==> config.mk <==
export PLATFORM = sky130hd
export DESIGN_NAME = md5_message_digest_unit_flat
export DESIGN_NICKNAME = d
export VERILOG_FILES = /design/src/rtl/md5_pkg.sv /design/src/rtl/md5_if.sv /design/src/rtl/md5_msg_mem.sv /design/src/rtl/md5_round_core.sv /design/src/rtl/md5_message_digest_unit.sv /design/src/flat_wrapper.sv
export SDC_FILE = /design/constraint.sdc
export NUM_CORES = 2
export LEC_CHECK = 0
export ABC_AREA = 1
export BUFFER_PORTS_ARGS = -buffer_cell sky130_fd_sc_hd__buf_4
export CAP_MARGIN = 5
export CORE_MARGIN = 8
export CORE_UTILIZATION = 40
export DETAILED_ROUTE_END_ITERATION = 7
export PLACE_DENSITY_LB_ADDON = 0.2
export SYNTH_ARGS = -nofsm -noshare
export SYNTH_HDL_FRONTEND = slang
export SYNTH_HIERARCHICAL = 1
export SYNTH_SLANG_ARGS = --single-unit
==> constraint.sdc <==
create_clock -name clock -period 29 [get_ports clock]
set_clock_uncertainty 0.1 [all_clocks]
set_input_delay 1.45 -clock clock [delete_from_list [all_inputs] [get_ports clock]]
set_output_delay 1.45 -clock clock [all_outputs]
set_load 0.01 [all_outputs]
==> src/rtl/md5_pkg.sv <==
// MD5 digest unit: shared types, constants and round functions.
package md5_pkg;

   localparam int unsigned WORD_W      = 32;
   localparam int unsigned BLK_WORDS   = 16;
   localparam int unsigned WIDX_W      = 4;
   localparam int unsigned ROUND_W     = 6;
   localparam int unsigned LEN_W       = 64;

   localparam logic [31:0] IV_A        = 32'h67452301;
   localparam logic [31:0] IV_B        = 32'hefcdab89;
   localparam logic [31:0] IV_C        = 32'h98badcfe;
   localparam logic [31:0] IV_D        = 32'h10325476;
   localparam logic [31:0] PAD_WORD    = 32'h00000080;

   localparam logic [3:0]  LAST_WIDX   = 4'd15;
   localparam logic [4:0]  LEN_FIT_MAX = 5'd13;
   localparam logic [4:0]  LEN_LO_POS  = 5'd14;
   localparam logic [4:0]  LEN_HI_POS  = 5'd15;
   localparam logic [2:0]  FULL_BYTES  = 3'd4;
   localparam logic [63:0] WORD_BITS   = 64'd32;

   typedef enum logic [1:0] {
      ST_IDLE,
      ST_FILL,
      ST_COMPRESS,
      ST_OUTPUT
   } ctrl_state_type;

   typedef enum logic [1:0] {
      CORE_IDLE,
      CORE_ROUND,
      CORE_ADD
   } core_state_type;

   typedef struct packed {
      logic start;
      logic init;
   } core_ctrl_type;

   typedef struct packed {
      logic busy;
      logic done;
   } core_stat_type;

   function automatic logic [31:0] rotl32(input logic [31:0] v, input logic [4:0] s);
      logic [5:0] rs;
      rs = 6'd32 - {1'b0, s};
      return (v << s) | (v >> rs);
   endfunction

   function automatic logic [4:0] rot_amount(input logic [5:0] r);
      logic [4:0] s;
      case ({r[5:4], r[1:0]})
         4'b0000: s = 5'd7;
         4'b0001: s = 5'd12;
         4'b0010: s = 5'd17;
         4'b0011: s = 5'd22;
         4'b0100: s = 5'd5;
         4'b0101: s = 5'd9;
         4'b0110: s = 5'd14;
         4'b0111: s = 5'd20;
         4'b1000: s = 5'd4;
         4'b1001: s = 5'd11;
         4'b1010: s = 5'd16;
         4'b1011: s = 5'd23;
         4'b1100: s = 5'd6;
         4'b1101: s = 5'd10;
         4'b1110: s = 5'd15;
         default: s = 5'd21;
      endcase
      return s;
   endfunction

   function automatic logic [3:0] msg_index(input logic [5:0] r);
      logic [3:0] r4;
      logic [3:0] g;
      r4 = r[3:0];
      case (r[5:4])
         2'd0:    g = r4;
         2'd1:    g = (r4 << 2) + r4 + 4'd1;
         2'd2:    g = (r4 << 1) + r4 + 4'd5;
         default: g = (r4 << 3) - r4;
      endcase
      return g;
   endfunction

   function automatic logic [31:0] round_const(input logic [5:0] r);
      logic [31:0] k;
      case (r)
         6'd0:  k = 32'hd76aa478;  6'd1:  k = 32'he8c7b756;
         6'd2:  k = 32'h242070db;  6'd3:  k = 32'hc1bdceee;
         6'd4:  k = 32'hf57c0faf;  6'd5:  k = 32'h4787c62a;
         6'd6:  k = 32'ha8304613;  6'd7:  k = 32'hfd469501;
         6'd8:  k = 32'h698098d8;  6'd9:  k = 32'h8b44f7af;
         6'd10: k = 32'hffff5bb1;  6'd11: k = 32'h895cd7be;
         6'd12: k = 32'h6b901122;  6'd13: k = 32'hfd987193;
         6'd14: k = 32'ha679438e;  6'd15: k = 32'h49b40821;
         6'd16: k = 32'hf61e2562;  6'd17: k = 32'hc040b340;
         6'd18: k = 32'h265e5a51;  6'd19: k = 32'he9b6c7aa;
         6'd20: k = 32'hd62f105d;  6'd21: k = 32'h02441453;
         6'd22: k = 32'hd8a1e681;  6'd23: k = 32'he7d3fbc8;
         6'd24: k = 32'h21e1cde6;  6'd25: k = 32'hc33707d6;
         6'd26: k = 32'hf4d50d87;  6'd27: k = 32'h455a14ed;
         6'd28: k = 32'ha9e3e905;  6'd29: k = 32'hfcefa3f8;
         6'd30: k = 32'h676f02d9;  6'd31: k = 32'h8d2a4c8a;
         6'd32: k = 32'hfffa3942;  6'd33: k = 32'h8771f681;
         6'd34: k = 32'h6d9d6122;  6'd35: k = 32'hfde5380c;
         6'd36: k = 32'ha4beea44;  6'd37: k = 32'h4bdecfa9;
         6'd38: k = 32'hf6bb4b60;  6'd39: k = 32'hbebfbc70;
         6'd40: k = 32'h289b7ec6;  6'd41: k = 32'heaa127fa;
         6'd42: k = 32'hd4ef3085;  6'd43: k = 32'h04881d05;
         6'd44: k = 32'hd9d4d039;  6'd45: k = 32'he6db99e5;
         6'd46: k = 32'h1fa27cf8;  6'd47: k = 32'hc4ac5665;
         6'd48: k = 32'hf4292244;  6'd49: k = 32'h432aff97;
         6'd50: k = 32'hab9423a7;  6'd51: k = 32'hfc93a039;
         6'd52: k = 32'h655b59c3;  6'd53: k = 32'h8f0ccc92;
         6'd54: k = 32'hffeff47d;  6'd55: k = 32'h85845dd1;
         6'd56: k = 32'h6fa87e4f;  6'd57: k = 32'hfe2ce6e0;
         6'd58: k = 32'ha3014314;  6'd59: k = 32'h4e0811a1;
         6'd60: k = 32'hf7537e82;  6'd61: k = 32'hbd3af235;
         6'd62: k = 32'h2ad7d2bb;  default: k = 32'heb86d391;
      endcase
      return k;
   endfunction

   function automatic logic [31:0] pad_tail(input logic [31:0] w, input logic [1:0] n);
      logic [31:0] mask;
      case (n)
         2'd0:    mask = 32'h00000000;
         2'd1:    mask = 32'h000000ff;
         2'd2:    mask = 32'h0000ffff;
         default: mask = 32'h00ffffff;
      endcase
      return (w & mask) | (PAD_WORD << {n, 3'b000});
   endfunction

endpackage

==> src/rtl/md5_if.sv <==
// MD5 digest unit: request and response channel interfaces.
interface md5_req_if;
   logic        valid;
   logic        ready;
   logic [31:0] message_word;
   logic [2:0]  byte_count;
   logic        last;

   modport source (output valid, message_word, byte_count, last, input ready);
   modport sink   (input valid, message_word, byte_count, last, output ready);
endinterface

interface md5_rsp_if;
   logic        valid;
   logic        ready;
   logic [31:0] digest_a;
   logic [31:0] digest_b;
   logic [31:0] digest_c;
   logic [31:0] digest_d;

   modport source (output valid, digest_a, digest_b, digest_c, digest_d, input ready);
   modport sink   (input valid, digest_a, digest_b, digest_c, digest_d, output ready);
endinterface

==> src/rtl/md5_msg_mem.sv <==
// MD5 digest unit: 16-word message block memory, one write and one registered read port.
module md5_msg_mem (
   input  logic        clock,
   input  logic        wr_en,
   input  logic [3:0]  wr_addr,
   input  logic [31:0] wr_data,
   input  logic [3:0]  rd_addr,
   output logic [31:0] rd_data
);

   logic [31:0] mem_ff [md5_pkg::BLK_WORDS];
   logic [31:0] rd_data_ff;

   always_ff @(posedge clock) begin
      if (wr_en) begin
         mem_ff[wr_addr] <= wr_data;
      end
   end

   always_ff @(posedge clock) begin
      rd_data_ff <= mem_ff[rd_addr];
   end

   assign rd_data = rd_data_ff;

endmodule

==> src/rtl/md5_round_core.sv <==
// MD5 digest unit: one-round-per-cycle compression engine and chaining words.
module md5_round_core (
   input  logic                  clock,
   input  logic                  reset,
   input  md5_pkg::core_ctrl_type ctrl,
   input  logic [31:0]           msg_word,
   output logic [3:0]            rd_addr,
   output md5_pkg::core_stat_type stat,
   output logic [31:0]           chain_a,
   output logic [31:0]           chain_b,
   output logic [31:0]           chain_c,
   output logic [31:0]           chain_d
);

   md5_pkg::core_state_type state_ff, state_in;
   logic [5:0]  round_ff, round_in;
   logic [31:0] a_ff, b_ff, c_ff, d_ff, pre_ff;
   logic [31:0] a_in, b_in, c_in, d_in, pre_in;
   logic [31:0] ca_ff, cb_ff, cc_ff, cd_ff;
   logic [31:0] ca_in, cb_in, cc_in, cd_in;
   logic [31:0] f_val;
   logic [31:0] sum;
   logic [5:0]  round_nx;

   always_ff @(posedge clock) begin
      if (reset) begin
         state_ff <= md5_pkg::CORE_IDLE;
      end else begin
         state_ff <= state_in;
      end
   end

   always_ff @(posedge clock) begin
      if (reset) begin
         ca_ff <= md5_pkg::IV_A;
         cb_ff <= md5_pkg::IV_B;
         cc_ff <= md5_pkg::IV_C;
         cd_ff <= md5_pkg::IV_D;
      end else begin
         ca_ff <= ca_in;
         cb_ff <= cb_in;
         cc_ff <= cc_in;
         cd_ff <= cd_in;
      end
   end

   always_ff @(posedge clock) begin
      round_ff <= round_in;
      a_ff     <= a_in;
      b_ff     <= b_in;
      c_ff     <= c_in;
      d_ff     <= d_in;
      pre_ff   <= pre_in;
   end

   always_comb begin
      case (round_ff[5:4])
         2'd0:    f_val = (b_ff & c_ff) | (~b_ff & d_ff);
         2'd1:    f_val = (b_ff & d_ff) | (c_ff & ~d_ff);
         2'd2:    f_val = b_ff ^ c_ff ^ d_ff;
         default: f_val = c_ff ^ (b_ff | ~d_ff);
      endcase
      // pre_ff already holds a + K for this round
      sum      = pre_ff + f_val + msg_word;
      round_nx = round_ff + 6'd1;
   end

   always_comb begin
      state_in = state_ff;
      round_in = round_ff;
      a_in     = a_ff;
      b_in     = b_ff;
      c_in     = c_ff;
      d_in     = d_ff;
      pre_in   = pre_ff;
      ca_in    = ca_ff;
      cb_in    = cb_ff;
      cc_in    = cc_ff;
      cd_in    = cd_ff;
      rd_addr  = '0;
      stat     = '0;

      case (state_ff)
         md5_pkg::CORE_IDLE: begin
            if (ctrl.init) begin
               ca_in = md5_pkg::IV_A;
               cb_in = md5_pkg::IV_B;
               cc_in = md5_pkg::IV_C;
               cd_in = md5_pkg::IV_D;
            end
            if (ctrl.start) begin
               a_in     = ca_ff;
               b_in     = cb_ff;
               c_in     = cc_ff;
               d_in     = cd_ff;
               pre_in   = ca_ff + md5_pkg::round_const(6'd0);
               round_in = '0;
               state_in = md5_pkg::CORE_ROUND;
            end
         end
         md5_pkg::CORE_ROUND: begin
            stat.busy = 1'b1;
            rd_addr   = md5_pkg::msg_index(round_nx);
            a_in      = d_ff;
            d_in      = c_ff;
            c_in      = b_ff;
            b_in      = b_ff + md5_pkg::rotl32(sum, md5_pkg::rot_amount(round_ff));
            pre_in    = d_ff + md5_pkg::round_const(round_nx);
            round_in  = round_nx;
            if (round_ff == 6'd63) begin
               state_in = md5_pkg::CORE_ADD;
            end
         end
         md5_pkg::CORE_ADD: begin
            stat.busy = 1'b1;
            stat.done = 1'b1;
            ca_in     = ca_ff + a_ff;
            cb_in     = cb_ff + b_ff;
            cc_in     = cc_ff + c_ff;
            cd_in     = cd_ff + d_ff;
            state_in  = md5_pkg::CORE_IDLE;
         end
         default: begin
            state_in = md5_pkg::CORE_IDLE;
         end
      endcase
   end

   assign chain_a = ca_ff;
   assign chain_b = cb_ff;
   assign chain_c = cc_ff;
   assign chain_d = cd_ff;

endmodule

==> src/rtl/md5_message_digest_unit.sv <==
// MD5 digest unit: top level with request sequencing, padding and response register.
//
//   channel   dir   handshake      payload
//   req_if    in    valid/ready    message_word[31:0], byte_count[2:0], last
//   rsp_if    out   valid/ready    digest_a..digest_d[31:0]
//
// A request that does not fill the block is written and the unit stays ready; the 16th word of a block
// starts the compression: 64 rounds at one per cycle, then the chaining-word add.
// A last request pads the block one word per cycle, then compresses once or twice.
// Reset is synchronous and returns the chaining words to the MD5 initial values.
// A stalled response holds the next digest in the engine until the output frees.
module md5_message_digest_unit (
   input  logic     clock,
   input  logic     reset,
   md5_req_if.sink  req_if,
   md5_rsp_if.source rsp_if
);

   md5_pkg::ctrl_state_type state_ff, state_in;
   logic [3:0]  idx_ff, idx_in;
   logic [4:0]  pos_ff, pos_in;
   logic [63:0] bitlen_ff, bitlen_in;
   logic        pad_ff, pad_in;
   logic        fit_ff, fit_in;
   logic        fin_ff, fin_in;
   logic        rsp_valid_ff;
   logic [31:0] rsp_a_ff, rsp_b_ff, rsp_c_ff, rsp_d_ff;

   logic        req_fire;
   logic        rsp_load;
   logic [2:0]  nbytes;
   logic        mem_wr_en;
   logic [3:0]  mem_wr_addr;
   logic [31:0] mem_wr_data;
   logic [3:0]  mem_rd_addr;
   logic [31:0] mem_rd_data;
   logic [31:0] fill_word;

   md5_pkg::core_ctrl_type core_ctrl;
   md5_pkg::core_stat_type core_stat;
   logic [31:0] chain_a, chain_b, chain_c, chain_d;

   md5_msg_mem u_mem (
      .clock   (clock),
      .wr_en   (mem_wr_en),
      .wr_addr (mem_wr_addr),
      .wr_data (mem_wr_data),
      .rd_addr (mem_rd_addr),
      .rd_data (mem_rd_data)
   );

   md5_round_core u_core (
      .clock    (clock),
      .reset    (reset),
      .ctrl     (core_ctrl),
      .msg_word (mem_rd_data),
      .rd_addr  (mem_rd_addr),
      .stat     (core_stat),
      .chain_a  (chain_a),
      .chain_b  (chain_b),
      .chain_c  (chain_c),
      .chain_d  (chain_d)
   );

   assign req_fire = req_if.valid & req_if.ready;
   assign nbytes   = (req_if.byte_count > md5_pkg::FULL_BYTES) ? md5_pkg::FULL_BYTES
                                                               : req_if.byte_count;

   always_comb begin
      if (pad_ff) begin
         fill_word = md5_pkg::PAD_WORD;
      end else if (fit_ff && pos_ff == md5_pkg::LEN_LO_POS) begin
         fill_word = bitlen_ff[31:0];
      end else if (fit_ff && pos_ff == md5_pkg::LEN_HI_POS) begin
         fill_word = bitlen_ff[63:32];
      end else begin
         fill_word = '0;
      end
   end

   always_ff @(posedge clock) begin
      if (reset) begin
         state_ff  <= md5_pkg::ST_IDLE;
         idx_ff    <= '0;
         pos_ff    <= '0;
         bitlen_ff <= '0;
         pad_ff    <= 1'b0;
         fit_ff    <= 1'b0;
         fin_ff    <= 1'b0;
      end else begin
         state_ff  <= state_in;
         idx_ff    <= idx_in;
         pos_ff    <= pos_in;
         bitlen_ff <= bitlen_in;
         pad_ff    <= pad_in;
         fit_ff    <= fit_in;
         fin_ff    <= fin_in;
      end
   end

   always_comb begin
      state_in     = state_ff;
      idx_in       = idx_ff;
      pos_in       = pos_ff;
      bitlen_in    = bitlen_ff;
      pad_in       = pad_ff;
      fit_in       = fit_ff;
      fin_in       = fin_ff;
      req_if.ready = 1'b0;
      rsp_load     = 1'b0;
      core_ctrl    = '0;
      mem_wr_en    = 1'b0;
      mem_wr_addr  = idx_ff;
      mem_wr_data  = req_if.message_word;

      case (state_ff)
         md5_pkg::ST_IDLE: begin
            req_if.ready = 1'b1;
            if (req_fire) begin
               mem_wr_en = 1'b1;
               if (!req_if.last) begin
                  bitlen_in = bitlen_ff + md5_pkg::WORD_BITS;
                  idx_in    = idx_ff + 4'd1;
                  if (idx_ff == md5_pkg::LAST_WIDX) begin
                     core_ctrl.start = 1'b1;
                     fin_in          = 1'b0;
                     state_in        = md5_pkg::ST_COMPRESS;
                  end
               end else begin
                  // last word: a partial word is padded in place; a full one puts the pad byte into the following word
                  if (!nbytes[2]) begin
                     mem_wr_data = md5_pkg::pad_tail(req_if.message_word, nbytes[1:0]);
                  end
                  bitlen_in = bitlen_ff + 64'({nbytes, 3'b000});
                  pad_in    = nbytes[2];
                  fit_in    = !nbytes[2] && ({1'b0, idx_ff} <= md5_pkg::LEN_FIT_MAX);
                  pos_in    = {1'b0, idx_ff} + 5'd1;
                  fin_in    = 1'b1;
                  state_in  = md5_pkg::ST_FILL;
               end
            end
         end
         md5_pkg::ST_FILL: begin
            if (pos_ff[4]) begin
               core_ctrl.start = 1'b1;
               state_in        = md5_pkg::ST_COMPRESS;
            end else begin
               mem_wr_en   = 1'b1;
               mem_wr_addr = pos_ff[3:0];
               mem_wr_data = fill_word;
               pos_in      = pos_ff + 5'd1;
               if (pad_ff) begin
                  pad_in = 1'b0;
                  fit_in = (pos_ff <= md5_pkg::LEN_FIT_MAX);
               end
            end
         end
         md5_pkg::ST_COMPRESS: begin
            if (core_stat.done) begin
               if (!fin_ff) begin
                  state_in = md5_pkg::ST_IDLE;
               end else if (fit_ff) begin
                  state_in = md5_pkg::ST_OUTPUT;
               end else begin
                  // length did not fit: one more block
                  fit_in   = !pad_ff;
                  pos_in   = '0;
                  state_in = md5_pkg::ST_FILL;
               end
            end
         end
         md5_pkg::ST_OUTPUT: begin
            if (!rsp_valid_ff || rsp_if.ready) begin
               rsp_load       = 1'b1;
               core_ctrl.init = 1'b1;
               idx_in         = '0;
               bitlen_in      = '0;
               fin_in         = 1'b0;
               state_in       = md5_pkg::ST_IDLE;
            end
         end
         default: begin
            state_in = md5_pkg::ST_IDLE;
         end
      endcase
   end

   always_ff @(posedge clock) begin
      if (reset) begin
         rsp_valid_ff <= 1'b0;
      end else if (rsp_load) begin
         rsp_valid_ff <= 1'b1;
      end else if (rsp_if.ready) begin
         rsp_valid_ff <= 1'b0;
      end
   end

   always_ff @(posedge clock) begin
      if (rsp_load) begin
         rsp_a_ff <= chain_a;
         rsp_b_ff <= chain_b;
         rsp_c_ff <= chain_c;
         rsp_d_ff <= chain_d;
      end
   end

   assign rsp_if.valid    = rsp_valid_ff;
   assign rsp_if.digest_a = rsp_a_ff;
   assign rsp_if.digest_b = rsp_b_ff;
   assign rsp_if.digest_c = rsp_c_ff;
   assign rsp_if.digest_d = rsp_d_ff;

   a_done_in_compress: assert property (@(posedge clock) disable iff (reset)
      core_stat.done |-> state_ff == md5_pkg::ST_COMPRESS)
      else $error("engine finished outside compress state");

   a_no_write_while_busy: assert property (@(posedge clock) disable iff (reset)
      core_stat.busy |-> !mem_wr_en)
      else $error("block memory written during compression");

   a_rsp_from_output: assert property (@(posedge clock) disable iff (reset)
      $rose(rsp_valid_ff) |-> $past(state_ff) == md5_pkg::ST_OUTPUT)
      else $error("response raised outside output state");

   a_no_drop: assert property (@(posedge clock) disable iff (reset)
      rsp_valid_ff && !rsp_if.ready |=> rsp_valid_ff)
      else $error("pending digest lost");

   a_fill_range: assert property (@(posedge clock) disable iff (reset)
      state_ff == md5_pkg::ST_FILL |-> pos_ff <= 5'd16)
      else $error("fill pointer out of range");

endmodule
==> src/flat_wrapper.sv <==
// flat-port wrapper written by rule: the top's interface ports become plain ports
module md5_message_digest_unit_flat 
  (clock, reset, req_if_valid, req_if_message_word, req_if_byte_count, req_if_last, req_if_ready, rsp_if_valid, rsp_if_digest_a, rsp_if_digest_b, rsp_if_digest_c, rsp_if_digest_d, rsp_if_ready);
  md5_req_if req_if_i ();
  md5_rsp_if rsp_if_i ();
  input  logic clock;
  input  logic reset;
  input wire logic [$bits(req_if_i.valid)-1:0] req_if_valid;
  input wire logic [$bits(req_if_i.message_word)-1:0] req_if_message_word;
  input wire logic [$bits(req_if_i.byte_count)-1:0] req_if_byte_count;
  input wire logic [$bits(req_if_i.last)-1:0] req_if_last;
  output wire logic [$bits(req_if_i.ready)-1:0] req_if_ready;
  output wire logic [$bits(rsp_if_i.valid)-1:0] rsp_if_valid;
  output wire logic [$bits(rsp_if_i.digest_a)-1:0] rsp_if_digest_a;
  output wire logic [$bits(rsp_if_i.digest_b)-1:0] rsp_if_digest_b;
  output wire logic [$bits(rsp_if_i.digest_c)-1:0] rsp_if_digest_c;
  output wire logic [$bits(rsp_if_i.digest_d)-1:0] rsp_if_digest_d;
  input wire logic [$bits(rsp_if_i.ready)-1:0] rsp_if_ready;
  assign req_if_i.valid = req_if_valid;
  assign req_if_i.message_word = req_if_message_word;
  assign req_if_i.byte_count = req_if_byte_count;
  assign req_if_i.last = req_if_last;
  assign req_if_ready = req_if_i.ready;
  assign rsp_if_valid = rsp_if_i.valid;
  assign rsp_if_digest_a = rsp_if_i.digest_a;
  assign rsp_if_digest_b = rsp_if_i.digest_b;
  assign rsp_if_digest_c = rsp_if_i.digest_c;
  assign rsp_if_digest_d = rsp_if_i.digest_d;
  assign rsp_if_i.ready = rsp_if_ready;
  md5_message_digest_unit u_core (.clock(clock), .reset(reset), .req_if(req_if_i), .rsp_if(rsp_if_i));
endmodule
* Word-level counts from Yosys, hierarchy flattened
Memories as Yosys holds them, arrays and structs flattened. A register that Yosys moved wholly into a read port is not among the register bits.
Index checks and enable logic that the tools add are counted.
** Storage, ports and cells
- Register bits after elaboration :: 503
- Memory bits (writable) :: 512
- ROM bits :: 2128
- Input bits :: 40
- Output and inout port bits :: 130
- Logic and storage cells :: 230
- Memories :: 3
** Memory list
- (no name shown) :: words 64, bits a word 32, rd ports 1, clocked after memory_dff 0, wr ports 0, RTL line md5_pkg.sv:90 : case (r)
- u_core.u_mem.mem_ff :: words 16, bits a word 32, rd ports 1, clocked after memory_dff 1, wr ports 1, RTL line md5_msg_mem.sv:11 : logic [31:0] mem_ff [md5_pkg::BLK_WORDS];
- (no name shown) :: words 16, bits a word 5, rd ports 1, clocked after memory_dff 1, wr ports 0, RTL line md5_pkg.sv:54 : case ({r[5:4], r[1:0]})
** Cells by class
- Add/subtract/negate cells :: 21
- Order comparisons :: 3
- Equal/unequal tests :: 29
- Shifts and indexed selects :: 3
- Multiplexer cells :: 102
- Bitwise operators :: 16
- Reduce and logical (&&, ||, !) cells :: 29
** Operators with widths (count)
- two-way mux 32 bit :: 21
- case mux 32 bit (2 select lines) :: 10
- adder 32 bit :: 8
- two-way mux 64 bit :: 3
- AND 32 bit :: 5
- OR 32 bit :: 5
- case mux 64 bit (2 select lines) :: 1
- case mux 32 bit (3 select lines) :: 1
- bitwise XOR 32 bit :: 3
- case mux 24 bit (3 select lines) :: 1
- adder 64 x 6 -> 64 bit :: 1
- adder 64 x 6 -> 64 bit, second input constant :: 1
- inverter 32 bit :: 2
- two-way mux 5 bit :: 7
- adder 32 bit, second input constant :: 1
- left shift 32 x 5 -> 32 bit :: 1
- left shift 8 x 5 -> 32 bit, first input constant :: 1
- right shift 32 x 6 -> 32 bit :: 1
- two-way mux 1 bit :: 28
- two-way mux 4 bit :: 7
- two-way mux 2 bit :: 10
- != test 2 x 1 -> 1 bit, second input constant :: 8
- case mux 5 bit (3 select lines) :: 1
- AND reduction 7 bit :: 2
- other kinds (39) :: 74

* Logic depth before layout (Yosys ltp)
- Word-level depth :: 14
- Mapped depth :: 47

* By module
The synthesis kept the hierarchy.
** By module, submodules not included
- md5_round_core :: times used 1, cells an instance 5196, area each 32856.5 um2, sequential area each 7687.4 um2
- md5_msg_mem :: times used 1, cells an instance 2122, area each 22745.6 um2, sequential area each 16015.4 um2
- md5_message_digest_unit :: times used 1, cells an instance 1133, area each 9675.5 um2, sequential area each 5365.1 um2

* Worst setup path before layout
No wires, ideal clock.
- Path type :: input port to flip-flop
- From :: input port req_if_last
- To :: register with a tool-made name
- Data arrival time :: 13.066 ns
- Required time :: 28.774 ns
- Setup slack :: 15.708 ns
- Stages :: 10
- Buffers on the path :: 2
- Cells stage by stage :: buf_4 > clkbuf_1 > o31ai_1 > nor2_1 > a21oi_1 > o21ai_0 > ha_1 > or2_0 > o21ai_0 > inv_1
** RTL lines
- start, declared :: RTL line flat_wrapper.sv:11 : input wire logic [$bits(req_if_i.last)-1:0] req_if_last;

* Worst setup path after layout
- From :: register u_core.u_core.round_ff[5]
- To :: register u_core.u_core.b_ff[22] (data pin)
** On the way
- Cells in the longest elaborated chain, start to end :: 8
** Ends and longest elaborated chain
- start, declared :: RTL line md5_round_core.sv:16 : logic [5:0] round_ff, round_in;
- start signal, assigned :: RTL line md5_round_core.sv:48 : round_ff <= round_in;
- equality test 2 bit (tied with other cells) :: RTL line md5_round_core.sv:57 : case (round_ff[5:4])
- case mux 32 bit (3 select lines) (*) :: RTL line md5_round_core.sv:57
- adder 32 bit (*) (2 in a row) :: RTL line md5_round_core.sv:64 : sum = pre_ff + f_val + msg_word;
- right shift 32 x 6 -> 32 bit or left shift 32 x 5 -> 32 bit (tied branches) :: RTL line md5_pkg.sv:49 : return (v << s) | (v >> rs);
- OR 32 bit (*) :: RTL line md5_pkg.sv:49
- adder 32 bit (*) :: RTL line md5_round_core.sv:107 : b_in = b_ff + md5_pkg::rotl32(sum, md5_pkg::rot_amount(round_ff));
- case mux 32 bit (2 select lines) (*) :: RTL line md5_round_core.sv:83 : case (state_ff)
- via u_core.u_core.b_in[22] :: RTL line md5_round_core.sv:18 : logic [31:0] a_in, b_in, c_in, d_in, pre_in;
- end signal, assigned :: RTL line md5_round_core.sv:50 : b_ff <= b_in;
- end, declared :: RTL line md5_round_core.sv:17 : logic [31:0] a_ff, b_ff, c_ff, d_ff, pre_ff;
Mark *: on every way through the listed nets, which the timed path passes. The rest lies on a longest branch.
A chain may end at the register's enable or synchronous reset.

==> flow_metrics.env <==
export IMPL_clk_root_buffer_cell="clkbuf_16"
export IMPL_overflow=0
export IMPL_period_share=0.267
export IMPL_grt_use_total=0.273
export IMPL_outcome="completed"
export IMPL_slowest_stage="edfxtp_1"
export IMPL_finalWeightedCongestion=1.00
export IMPL_synth_area_um2=65300
export IMPL_ios=170
export IMPL_ys_types=77
export IMPL_insertion_delay_ns=0.79
export IMPL_hpwl_um=178000
export IMPL_period_needed_ns=7.73
export IMPL_r2r_slack_ns=21.27
export IMPL_cts_setup_buffers=0
export IMPL_grt_util_met2=0.437
export IMPL_holdWs_ns=0.383
export IMPL_core_area_um2=162000
export IMPL_yosysMostFrequentCell="nand2_1"
export IMPL_die_area_um2=176000
export IMPL_yosys_register_bits=1049
export IMPL_synth_top_area_share=0.371
export IMPL_clk_pin_slew_ns=0.06
export IMPL_crit_arrival_ns=8.11
export IMPL_ys_top_cells_by_area="edfxtp_1, nand2_1, dfxtp_1"
export IMPL_clock_sinks=1049
export IMPL_grtUsageMet1=0.377
export IMPL_cts_tree="built"
export IMPL_start_kind="flip-flop"
export IMPL_port_buffers=169
export IMPL_path_max_fanout=22
export IMPL_avgRoutedWirePerCell_um=23.2
export IMPL_start_util=0.402
export IMPL_slowest_delay_ns=0.64
export IMPL_drive_gt1_frac=0.0694
export IMPL_place_area_um2=68600
export IMPL_hp_class="flip-flop to flip-flop"
export IMPL_grt_pass1_vias=55600
export IMPL_avgViaCountPerCell=5.60
export IMPL_critPathKind="flip-flop to flip-flop"
export IMPL_ys_flop_type="edfxtp_1"
export IMPL_synthTopCellsByCount="nand2_1, inv_1, nand3_1"
export IMPL_tightest_slew_ns=1.38
export IMPL_cpMostUsedCell="nand2_1"
export IMPL_vias=60500
export IMPL_final_net_count=8865
export IMPL_postCtsHoldBufs=0
export IMPL_synth_edff_count=806
export IMPL_cp_end_kind="flip-flop"
export IMPL_post_place_ws_ns=21.36
export IMPL_antenna_found_initial=9
export IMPL_cts_resized=0
export IMPL_area_delta_synth_final_pct=11.3
export IMPL_grt_pass1_wl_um=365000
export IMPL_grt_busiest_layer="met2"
export IMPL_fmax_mhz=129
export IMPL_placementRows=148
export IMPL_rsz0062_at_grt="false"
export IMPL_ys_seq_area_frac=0.445
export IMPL_fin_area_um2=72600
export IMPL_grt_max_degree=129
export IMPL_synth_nets=8796
export IMPL_finalHoldViolCount=0
export IMPL_finalMaxSlewViolations=0
export IMPL_syn_mean_instance_area_um2=7.72
export IMPL_drv_cap=0
export IMPL_die_w_um=420
export IMPL_ant_nets=0
export IMPL_setup_slack_ns=21.27
export IMPL_cts_buffers=114
export IMPL_synthArstFlopShare=0
export IMPL_syn_inst=8451
export IMPL_drc=0
export IMPL_synth_top_cell_by_area="edfxtp_1"
export IMPL_drt_wl_total_um=251000
export IMPL_dr_pass1_iters=6
export IMPL_htreeDepth=3
export IMPL_setup_viol=0
export IMPL_yosys_warnings=6
export IMPL_grt_use_met3=0.0344
export IMPL_setup_tns_ns=0
export IMPL_die_h_um=420
export IMPL_relSlewSlack=0.0759
export IMPL_critPathRequiredTime_ns=29.38
export IMPL_ctsLongestPathBuffers=3
export IMPL_drtIter0Drc=7363
-- state kept, by name, summed over array words and instances, names as in the netlist, 2 cells and up, named ones only --
name and count:
u_core/u_core/round_ff 6, u_core/u_core/a_ff 32, u_core/state_ff 2, u_core/rsp_if.digest_b 32
u_core/rsp_if.digest_d 32, u_core/u_core/chain_d 32, u_core/u_core/pre_ff 32, u_core/u_core/c_ff 32
u_core/u_core/state_ff 2, u_core/rsp_if.digest_c 32, u_core/pos_ff 5, u_core/u_mem/mem_ff 512
u_core/u_core/b_ff 32, u_core/bitlen_ff 61, u_core/u_core/chain_b 32, u_core/u_core/chain_a 32
u_core/u_core/d_ff 32, u_core/u_core/chain_c 32, u_core/u_mem/rd_data 32, u_core/rsp_if.digest_a 32
u_core/idx_ff 4
-- critical path, delay by kind of cell (launching register included) --
family / cells / cell delay [ns]
AOI/OAI and AO/OA: 8 / 1.45
adders and majority gates: 5 / 1.78
buffers and inverters: 2 / 0.74
DFF: 1 / 0.64
and+or+nand+nor: 24 / 2.76
-- final timing paths --
| path | from | to | cells after the start |
|---|---|---|---|
| min | u_core/u_core/chain_c[23] | u_core/rsp_if.digest_c[23] | 0 |
| max | u_core/u_core/round_ff[5] | u_core/u_core/b_ff[22] | 39 |
| max reg2reg | u_core/u_core/round_ff[5] | u_core/u_core/b_ff[22] | 39 |
| min reg2reg | u_core/u_core/chain_c[23] | u_core/rsp_if.digest_c[23] | 0 |
-- per-layer routing --
metal | wire [um] | up-vias
met4 | 10600 | 2
met2 | 113000 | 2849
met5 | 13 | -
li1 | - | 28400
met1 | 106000 | 28700
met3 | 20800 | 490
-- stage by stage --
| step | util | cells |
|---|---|---|
| 4_1_cts | 0.447 | 10800 |
| 3_5_place_dp | 0.423 | 10600 |
| 5_1_grt | 0.447 | 10800 |
| 3_3_place_gp | 0.423 | 10600 |
| 2_1_floorplan | - | 8451 |
| 6_report | 0.447 | 10800 |
-- cell type report --
class	instances	area [um2]
Clock buffer	146	3100
Multi-Input combinational cell	6046	30900
Fill cell	16200	89800
Antenna cell	2	5.00
Inverter	1053	3970
Timing Repair Buffer	256	1940
Sequential cell	1049	29100
Clock inverter	72	867
Tap cell	2175	2720
-- kinds of logic after synthesis --
logic type,synth area share
compound gates,0.122
simple gates,0.269
xor+xnor,0.0153
buf+inv,0.0842
fa+ha+maj,0.0632
flops,0.445
mux,0.000153
-- placed cells by master, fill, tap and decap left out, types with 23 or more instances in the layout --
| master | count |
|---|---|
| a21o_1 | 24 |
| a21oi_1 | 542 |
| a31oi_1 | 47 |
| buf_4 | 254 |
| clkbuf_16 | 115 |
| clkinv_2 | 26 |
| dfxtp_1 | 243 |
| edfxtp_1 | 806 |
| fa_1 | 41 |
| ha_1 | 262 |
| inv_1 | 1018 |
| inv_2 | 26 |
| nand2_1 | 2417 |
| nand3_1 | 909 |
| nand4_1 | 69 |
| nor2_1 | 603 |
| nor2_4 | 23 |
| nor3_1 | 71 |
| o211ai_1 | 42 |
| o21ai_0 | 523 |
| o21ai_1 | 38 |
| xnor2_1 | 54 |
| xor2_1 | 60 |
Power is left out: the tool's default activity adds up to more than one toggle a clock period on the data nets, which glitch-free logic cannot reach.
